==> config.mk <==
export PLATFORM = sky130hd
export DESIGN_NAME = service_registry_table_top
export DESIGN_NICKNAME = d
export VERILOG_FILES = /design/src/rtl/srt_pkg.sv /design/src/rtl/srt_ctrl.sv /design/src/rtl/srt_dpath.sv /design/src/rtl/service_registry_table_top.sv
export VERILOG_INCLUDE_DIRS = /design/src /design/src/rtl
export SDC_FILE = /design/constraint.sdc
export NUM_CORES = 2
export LEC_CHECK = 0
export ABC_CLOCK_PERIOD_IN_PS = 21600
export BUFFER_PORTS_ARGS = -buffer_cell sky130_fd_sc_hd__buf_2
export CAP_MARGIN = 25
export CORE_MARGIN = 2
export CORE_UTILIZATION = 67
export CTS_CLUSTER_DIAMETER = 120
export CTS_CLUSTER_SIZE = 16
export DETAILED_ROUTE_END_ITERATION = 8
export PLACE_DENSITY_LB_ADDON = 0.2
export SYNTH_ARGS = -nofsm -noshare
export SYNTH_HDL_FRONTEND = slang
export SYNTH_SLANG_ARGS = --single-unit
export TNS_END_PERCENT = 10
==> constraint.sdc <==
create_clock -name clk -period 21.6 [get_ports clk]
set_input_delay 3.24 -clock clk [delete_from_list [all_inputs] [get_ports clk]]
set_output_delay 3.24 -clock clk [all_outputs]
set_load 0.03 [all_outputs]
==> src/rtl/service_registry_table_top_defines.svh <==
// Assertion macros shared by the registry RTL.
// Included by the modules that carry concurrent checks; needs clk and rst_n in scope.
`ifndef SERVICE_REGISTRY_TABLE_TOP_DEFINES_SVH
`define SERVICE_REGISTRY_TABLE_TOP_DEFINES_SVH

`ifndef SYNTHESIS
// Property holds on every edge outside reset.
`define SRT_ASSERT(label, prop) \
    label: assert property (@(posedge clk) disable iff (!rst_n) (prop)) \
        else $error("registry check failed");
// Antecedent on one edge implies consequent on the next.
`define SRT_ASSERT_NEXT(label, ante, cons) \
    label: assert property (@(posedge clk) disable iff (!rst_n) (ante) |=> (cons)) \
        else $error("registry check failed");
`else
`define SRT_ASSERT(label, prop)
`define SRT_ASSERT_NEXT(label, ante, cons)
`endif

`endif

==> src/rtl/srt_pkg.sv <==
// Types and constants for the service registry table.
// No dependencies; imported by every registry module.
package srt_pkg;

    localparam int TABLE_DEPTH_DEF = 32;
    localparam int ID_W            = 32;
    localparam int FUNC_W          = 8;

    localparam logic [FUNC_W-1:0] FUNC_REGISTER = 8'h01;
    localparam logic [FUNC_W-1:0] FUNC_LOOKUP   = 8'h02;

    typedef struct packed {
        logic [FUNC_W-1:0] func;
        logic [ID_W-1:0]   sender_id;
        logic [ID_W-1:0]   service_key;
    } req_t;

    typedef struct packed {
        logic [ID_W-1:0] reply_target;
        logic [ID_W-1:0] provider_id;
    } rsp_t;

    typedef struct packed {
        logic [ID_W-1:0] key;
        logic [ID_W-1:0] provider;
    } slot_t;

    typedef struct packed {
        logic accept;
        logic scan_en;
        logic load_rsp;
    } ctrl_cmd_t;

    typedef struct packed {
        logic is_lookup;
        logic done;
        logic rsp_free;
    } dp_status_t;

    typedef enum logic [2:0] {
        ST_IDLE = 3'b001,
        ST_SCAN = 3'b010,
        ST_HOLD = 3'b100
    } state_t;

endpackage

==> src/rtl/srt_ctrl.sv <==
// Registry controller: accepts items, sequences the lookup scan, hands off replies.
// Depends on srt_pkg; drives commands to srt_dpath and reads its status.
module srt_ctrl
    import srt_pkg::*;
(
    input  logic       clk,
    input  logic       rst_n,
    input  logic       req_valid,
    output logic       req_stall,
    input  dp_status_t status,
    output ctrl_cmd_t  cmd
);

    state_t state_reg;
    state_t state_next;

    always_ff @(posedge clk or negedge rst_n)
    begin
        if (!rst_n)
        begin
            state_reg <= ST_IDLE;
        end
        else
        begin
            state_reg <= state_next;
        end
    end

    assign req_stall = (state_reg != ST_IDLE);

    always_comb
    begin
        state_next   = state_reg;
        cmd.accept   = 1'b0;
        cmd.scan_en  = 1'b0;
        cmd.load_rsp = 1'b0;
        unique case (state_reg)
            ST_IDLE:
            begin
                if (req_valid)
                begin
                    cmd.accept = 1'b1;
                    if (status.is_lookup)
                    begin
                        state_next = ST_SCAN;
                    end
                end
            end
            ST_SCAN:
            begin
                // stop issuing reads once the outcome is known
                cmd.scan_en = !status.done;
                if (status.done)
                begin
                    if (status.rsp_free)
                    begin
                        cmd.load_rsp = 1'b1;
                        state_next   = ST_IDLE;
                    end
                    else
                    begin
                        state_next = ST_HOLD;
                    end
                end
            end
            ST_HOLD:
            begin
                if (status.rsp_free)
                begin
                    cmd.load_rsp = 1'b1;
                    state_next   = ST_IDLE;
                end
            end
            default:
            begin
                state_next = ST_IDLE;
            end
        endcase
    end

endmodule

==> src/rtl/srt_dpath.sv <==
// Registry datapath: slot memory, fill count, scan pipeline and reply register.
// Depends on srt_pkg and the assertion macros; commanded by srt_ctrl.
`include "service_registry_table_top_defines.svh"

module srt_dpath
    import srt_pkg::*;
#(
    parameter int TABLE_DEPTH = TABLE_DEPTH_DEF
)
(
    input  logic       clk,
    input  logic       rst_n,
    input  req_t       req,
    output rsp_t       rsp,
    output logic       rsp_valid,
    input  logic       rsp_stall,
    input  ctrl_cmd_t  cmd,
    output dp_status_t status
);

    localparam int CW = $clog2(TABLE_DEPTH + 1);
    localparam int AW = (TABLE_DEPTH > 1) ? $clog2(TABLE_DEPTH) : 1;
    localparam logic [CW-1:0] DEPTH_C = CW'(TABLE_DEPTH);

    slot_t slot_mem [TABLE_DEPTH];

    // slots fill in order and are never freed: the count marks the valid ones
    logic [CW-1:0]   fill_reg;
    logic [CW-1:0]   fill_next;
    logic [CW-1:0]   idx_reg;
    logic [CW-1:0]   idx_next;
    logic            pend_reg;
    logic            pend_next;
    logic            rsp_valid_reg;
    logic            rsp_valid_next;
    slot_t           rd_data_reg;
    rsp_t            rsp_reg;
    logic [ID_W-1:0] key_reg;
    logic [ID_W-1:0] sender_reg;

    logic wr_en;
    logic issue;
    logic hit;

    assign wr_en = cmd.accept && (req.func == FUNC_REGISTER) && (fill_reg < DEPTH_C);
    assign issue = cmd.scan_en && (idx_reg < fill_reg);
    assign hit   = pend_reg && (rd_data_reg.key == key_reg);

    assign status.is_lookup = (req.func == FUNC_LOOKUP);
    assign status.done      = hit || (!pend_reg && !(idx_reg < fill_reg));
    assign status.rsp_free  = !rsp_valid_reg || !rsp_stall;

    always_comb
    begin
        fill_next = fill_reg;
        if (wr_en)
        begin
            fill_next = CW'(fill_reg + 1'b1);
        end
    end

    always_comb
    begin
        idx_next  = idx_reg;
        pend_next = pend_reg;
        priority if (cmd.accept)
        begin
            idx_next  = '0;
            pend_next = 1'b0;
        end
        else if (cmd.scan_en)
        begin
            pend_next = issue;
            if (issue)
            begin
                idx_next = CW'(idx_reg + 1'b1);
            end
        end
    end

    always_comb
    begin
        rsp_valid_next = rsp_valid_reg;
        priority if (cmd.load_rsp)
        begin
            rsp_valid_next = 1'b1;
        end
        else if (rsp_valid_reg && !rsp_stall)
        begin
            rsp_valid_next = 1'b0;
        end
    end

    always_ff @(posedge clk or negedge rst_n)
    begin
        if (!rst_n)
        begin
            fill_reg      <= '0;
            idx_reg       <= '0;
            pend_reg      <= 1'b0;
            rsp_valid_reg <= 1'b0;
        end
        else
        begin
            fill_reg      <= fill_next;
            idx_reg       <= idx_next;
            pend_reg      <= pend_next;
            rsp_valid_reg <= rsp_valid_next;
        end
    end

    always_ff @(posedge clk)
    begin
        if (wr_en)
        begin
            slot_mem[fill_reg[AW-1:0]] <= '{key: req.service_key, provider: req.sender_id};
        end
        if (issue)
        begin
            rd_data_reg <= slot_mem[idx_reg[AW-1:0]];
        end
    end

    always_ff @(posedge clk)
    begin
        if (cmd.accept)
        begin
            key_reg    <= req.service_key;
            sender_reg <= req.sender_id;
        end
        if (cmd.load_rsp)
        begin
            rsp_reg.reply_target <= sender_reg;
            rsp_reg.provider_id  <= hit ? rd_data_reg.provider : '0;
        end
    end

    assign rsp       = rsp_reg;
    assign rsp_valid = rsp_valid_reg;

    `SRT_ASSERT(a_fill_bound, fill_reg <= DEPTH_C)
    `SRT_ASSERT(a_idx_within_fill, idx_reg <= fill_reg)
    `SRT_ASSERT_NEXT(a_fill_advance, wr_en, fill_reg == CW'($past(fill_reg) + 1'b1))
    `SRT_ASSERT_NEXT(a_scan_hold, !cmd.accept && !cmd.scan_en, $stable(pend_reg) && $stable(idx_reg))

endmodule

==> src/rtl/service_registry_table_top.sv <==
// Top level of the service registry table: controller plus datapath.
// Depends on srt_pkg, srt_ctrl and srt_dpath.
//
//   channel | handshake            | payload     | dir
//   --------+----------------------+-------------+-----
//   req     | req_valid, req_stall | req_t item  | in
//   rsp     | rsp_valid, rsp_stall | rsp_t item  | out
//
// Register and ignored items do not stall the input; the next item is accepted right after.
// A lookup scans the filled slots through the single memory read port, one slot per
// cycle with a registered read, and stops at the lowest matching slot or the last filled one.
// Reset clears the fill count and the control state, not the slot memory, which needs no clearing pass.
// A reply waiting on rsp_stall holds in the output register; a finished lookup waits
// for it in ST_HOLD, which stalls the input; until then register items keep flowing.
module service_registry_table_top
    import srt_pkg::*;
#(
    parameter int TABLE_DEPTH = TABLE_DEPTH_DEF
)
(
    input  logic clk,
    input  logic rst_n,
    input  logic req_valid,
    output logic req_stall,
    input  req_t req,
    output logic rsp_valid,
    input  logic rsp_stall,
    output rsp_t rsp
);

    ctrl_cmd_t  cmd;
    dp_status_t status;

    srt_ctrl u_ctrl (
        .clk       (clk),
        .rst_n     (rst_n),
        .req_valid (req_valid),
        .req_stall (req_stall),
        .status    (status),
        .cmd       (cmd)
    );

    srt_dpath #(
        .TABLE_DEPTH (TABLE_DEPTH)
    ) u_dpath (
        .clk       (clk),
        .rst_n     (rst_n),
        .req       (req),
        .rsp       (rsp),
        .rsp_valid (rsp_valid),
        .rsp_stall (rsp_stall),
        .cmd       (cmd),
        .status    (status)
    );

endmodule

# Yosys cells after proc, flatten, opt, wreduce, memory -nomap -nowiden

Memory sizes are Yosys's and may differ from the RTL's. A register that Yosys moved wholly into a read port is not among the register bits.
Index checks and enable logic that the tools add are counted.

Word-level logic and storage cells: 64
Input bits: 76
Output and inout bits: 66
RAM bits: 2048
Memories: 1
Register bits: 145

Memory list:

| name             | depth | width | rd ports | clocked after memory_dff | wr ports | RTL line        | text |
|---|---|---|---|---|---|---|---|
| u_dpath.slot_mem | 32    | 64    | 1        | 1                        | 1        | srt_dpath.sv:25 | `slot_t slot_mem [TABLE_DEPTH];` |

Multiplexer cells: 21
Reductions and logical operators: 18
Add/sub/neg operators: 2
Eq/ne operators: 11
Magnitude comparators: 2

Operator list:

| cell                                                  | count |
|---|---|
| equality test 32 bit                                  | 1 |
| 2-to-1 mux 6 bit                                      | 3 |
| 2-to-1 mux 3 bit                                      | 5 |
| adder 6 x 1 -> 6 bit, second input constant           | 2 |
| 2-to-1 mux 1 bit                                      | 11 |
| one-hot mux 3 bit (3 select lines)                    | 1 |
| equality test 8 x 1 -> 1 bit, second input constant   | 1 |
| equality test 8 x 2 -> 1 bit, second input constant   | 1 |
| logical AND 1 bit                                     | 6 |
| < comparator 6 bit                                    | 1 |
| < comparator 6 bit, second input constant             | 1 |
| inequality test 2 bit, second input constant          | 3 |
| nonzero test 2 bit                                    | 3 |
| logical NOT 1 bit                                     | 5 |
| AND reduction 4 bit                                   | 1 |
| equality test 3 x 1 -> 1 bit, second input constant   | 1 |
| equality test 3 x 2 -> 1 bit, second input constant   | 1 |
| equality test 3 bit, second input constant            | 1 |
| inequality test 3 x 1 -> 1 bit, second input constant | 1 |
| logical OR 1 bit                                      | 2 |
| inequality test 2 x 1 -> 1 bit, second input constant | 1 |
| one-hot mux 1 bit (2 select lines)                    | 1 |
| AND reduction 2 bit                                   | 1 |

# Logic depth before layout (Yosys ltp)

Depth after elaboration: 10
Mapped depth: 8
Mapped depth without buffers: 8

# Cells and area by module

Synthesis repeated with hierarchy kept, for this count alone.

Cells, all modules: 3551
Area, all modules: 85036.6 µm²

By module, submodules not included:

| module    | sequential area each (µm²) | area each (µm²) | times used | cells each |
|---|---|---|---|---|
| srt_dpath | 67614.8                    | 84848.9         | 1          | 3534 |
| srt_ctrl  | 76.3                       | 187.7           | 1          | 17 |

# Worst setup path before layout

No wires, ideal clock.

Path kind: in2reg
Start: in rsp_stall
End: reg u_dpath.rsp_reg (netlist bit u_dpath.rsp[0]) (enable)
Path buffers: 0
Arrival: 9965 ps
Data required time: 20939 ps
Cell stages on the path: 2
Setup slack: 10973 ps
Library setup time: 661 ps
Cells stage by stage: and2_1 -> o41ai_1

RTL lines:

| what        | RTL line                         | text |
|---|---|---|
| from (decl) | service_registry_table_top.sv:27 | `input logic rsp_stall,` |
| to (decl)   | srt_dpath.sv:37                  | `rsp_t rsp_reg;` |

# Worst setup path in the final report

Start: in req[69] in the netlist's numbering
End: mem u_dpath.slot_mem[16][7] in the netlist's numbering (enable)

Cells in the longest elaborated chain, start to end: 5

Ends and longest elaborated chain:

| what                                   | RTL line                         | text |
|---|---|---|
| from (decl)                            | service_registry_table_top.sv:25 | `input req_t req,` |
| equality test 8 x 1 -> 1 bit           | srt_dpath.sv:45                  | `assign wr_en = cmd.accept && (req.func == FUNC_REGISTER) && (fill_reg < DEPTH_C);` |
| logical AND 1 bit (2 in a row)         | srt_dpath.sv:45                  |  |
| 2-to-1 mux 1 bit                       | srt_dpath.sv:114                 | `if (wr_en)` |
| 2-to-1 mux 1 bit (implied by the code) | srt_dpath.sv:116                 | `slot_mem[fill_reg[AW-1:0]] <= '{key: req.service_key, provider: req.sender_id};` |
| to (decl)                              | srt_dpath.sv:25                  |  |

Every way passes these cells.

==> impl_metrics.py <==
metrics = {
    "yosys": {
        "ys.flop_type": "edfxtp_1",
        "synth_area_leaders": "edfxtp_1, mux4_2, mux2_2, dfrtp_1, clkbuf_1",
        "synth_top_area_share_pct": 79.21,
        "synth_area_leader_cell": "edfxtp_1",
        "synth_edf_count": 2240,
        "syn_nets": 3428,
        "synthCells": 3342,
        "synth_area_per_cell_sq_um": 25.41,
        "ys_ff_latch": 2257,
        "async_flop_share_pct": 0.7532,
        "seq_area_frac_synth_pct": 79.72,
        "synth_area_sq_mm": 0.08492,
        "ys_warn_count": 0,
        "synth_common_cells": "edfxtp_1, mux4_2, clkbuf_1",
        "yosysMostFrequentCell": "edfxtp_1",
        "synth_cell_types": 43,
    },
    "power_and_ir_drop": {
        "p_clk_share_pct": 35.9,
        "switching_share_pct": 19.15,
        "p_comb_share_pct": 1.4,
        "power_uw": 7699,
        "switchingPower_uw": 1474,
        "sequentialPowerShare_pct": 62.7,
        "power.internal_uw": 6225,
        "pwr_density_cell_mw_per_mm2": 83.32,
        "leakage_uw": 0.02737,
        "vdd_ir_drop_max_mv": 0.07035,
    },
    "global_route": {
        "grt_start_max_net_pins": 111,
        "antenna_found_initial": 11,
        "grt_pass1_wl_um": 286900,
        "overflow": 0,
        "grtUsageTotal_pct": 31.59,
        "grt_pass1_vias": 39120,
    },
    "setup_path": {
        "r2r_cells": 7,
        "critPathMaxFanout": 41,
        "cp-start-kind": "input port",
        "worstPathArrival_ns": 7.34,
        "end_kind": "flip-flop",
        "rrSetupSlack_ns": 15.80,
        "crit_path_start": "req[69]",
        "r2r-end": "u_dpath.rd_data_reg[17]",
        "critical_path_class": "input port to flip-flop",
        "regToRegStartpoint": "u_dpath.idx_reg[1]",
        "critPathRequiredTime_ns": 22.01,
    },
    "clock_tree": {
        "hold_buffers": 0,
        "clk_latency_ns": 0.79,
        "post_cts_buffers": 0,
        "cts_tree": "built",
        "post_cts_resized": 0,
        "path_clk_slew_ns": 0.06,
        "clk_path_buf_depth": 3,
        "ctsRootBufferMaster": "clkbuf_16",
        "cts.sinks": 2257,
        "htree_levels": 4,
        "cts_buffers": 159,
    },
    "floorplan": {
        "pin_count": 142,
        "die_area_sq_mm": 0.1296,
        "fp.coreArea_sq_mm": 0.1257,
        "std_cell_rows": 130,
        "start_util_pct": 67.54,
        "die_w_um": 360.0,
        "die_height_um": 360.0,
    },
    "route": {
        "ant_nets": 0,
        "first_pass_iters": 5,
        "avgRoutedWirePerCell_um": 38.72,
        "remaining_drc_errors": 0,
        "drtIter0Drc": 5720,
        "num_vias": 38820,
        "vias_per_cell": 7.393,
        "wirelength_um": 203300,
    },
    "place": {
        "gp_congestion": 0.8310,
        "dpl_worst_slack_ns": 14.00,
        "io_buffers": 141,
        "dpl.hpwl_um": 105000,
    },
    "timing": {
        "timing.final.max_slew_violations": 0,
        "worst_slew_pin_slew_ns": 1.136,
        "fin_crit_ns": 6.930,
        "fmax_mhz": 144.3,
        "hold_viol": 0,
        "rsz0062_at_grt": "no",
        "finalSetupViolations": 0,
        "setup_slack_ns": 14.67,
        "holdWs_ns": 0.4217,
        "period_share_pct": 32.09,
        "tns_ns": 0,
        "slew-limit-headroom_pct": 24.26,
        "clock_skew_ns": 0.02937,
    },
    "cells_and_area": {
        "drive_gt1_share_pct": 31.81,
        "syn2layout_area_growth_pct": 8.819,
        "utilization_pct": 73.49,
        "largest_register_ffs": 2048,
        "nets": 3652,
    },
    "job": {
        "drv_cap": 0,
    },
    "status": {
        "status": "finished, final reports clean",
    },
    "worst_hold_path": {
        "hold_end": "u_dpath.rsp[33]",
        "whs_path_depth": 0,
        "holdCritPathClass": "flip-flop to flip-flop",
        "worstHoldStart": "u_dpath.sender_reg[1]",
    },
}
-- power groups by stage --
stage | registers, uW | logic, uW | clock network, uW
after global placement | 4920 | 93.5 | 0
after detailed placement | 4920 | 102 | 0
final | 4830 | 104 | 2770
after CTS | 4830 | 103 | 2790
after global routing | 4830 | 111 | 2930
after floorplan | 4920 | 15.6 | 0
-- placed cells by master (no fill, tap or decap), drive strengths merged, types with 3 or more instances in the layout --
master and n:
a21oi 3, and2 33, buf 221, clkbuf 186
dfrtp 16, diode 5, edfxtp 2240, ha 10
inv 15, mux2 64, mux2i 4, mux4 640
nand2 19, nand2b 5, nand3 13, nor2 42
nor3 4, nor4 14, o21ai 5, o31ai 4
xnor2 5, xor2 30
-- metrics by stage --
stage          instances  area (sq um)
5_1_grt             5247         92390
3_5_place_dp        5047         87860
6_report            5251         92400
3_3_place_gp        5045         87810
4_1_cts             5238         92200
2_1_floorplan       3342         84920
-- per-layer routing --
metal / up-vias / wire length, um / track usage (%)
met5: - / 92 / 0
met3: 363 / 22760 / 6.792
met2: 3078 / 102100 / 50.37
li1: 14770 / - / -
met4: 14 / 6422 / 9.952
met1: 20600 / 71960 / 45.12
-- worst max-delay path by stage --
| stage | endpoint | slack (ns) | depth (start not counted) |
|---|---|---|---|
| 6_report | u_dpath.slot_mem[16][7] | 14.67 | 7 |
| 4_1_cts | u_dpath.slot_mem[16][7] | 14.77 | 7 |
| 3_5_place_dp | u_dpath.slot_mem[18][13] | 14.00 | 7 |
| 2_1_floorplan | u_dpath.rsp[0] | 10.97 | 2 |
| 3_3_place_gp | u_dpath.slot_mem[16][10] | 14.07 | 7 |
| 5_1_grt | u_dpath.slot_mem[16][11] | 14.52 | 7 |
-- critical path, stage by stage --
cell and delay [ns]:
buf_2 0.10, nor4_1 0.33, nand3_1 0.16, nor3_1 0.82, nand2_1 0.80, nor2_4 1.02
buf_4 0.81
-- layout make-up --
type | instances | area (sq um)
diodes | 5 | 12.51
repair buffers | 221 | 1484
fillers | 6364 | 33330
multi-input cells | 917 | 16750
flip-flops and latches | 2257 | 67710
inverters | 10 | 40.04
clock buffers | 186 | 4293
well taps | 1650 | 2064
clock inverters | 5 | 51.30
-- kinds of logic after synthesis --
kind of cell             count (synthesis)  share of synthesized area (%)
buffers and inverters                  168                         0.8752
adder cells (fa/ha/maj)                 10                         0.1473
AO/OA/AOI/OAI                           24                         0.1945
AND/OR/NAND/NOR                        140                         0.8369
XOR/XNOR                                35                         0.3610
flip-flops                            2257                          79.72
multiplexers                           708                          17.87
(Power assumes the default switching activity.)
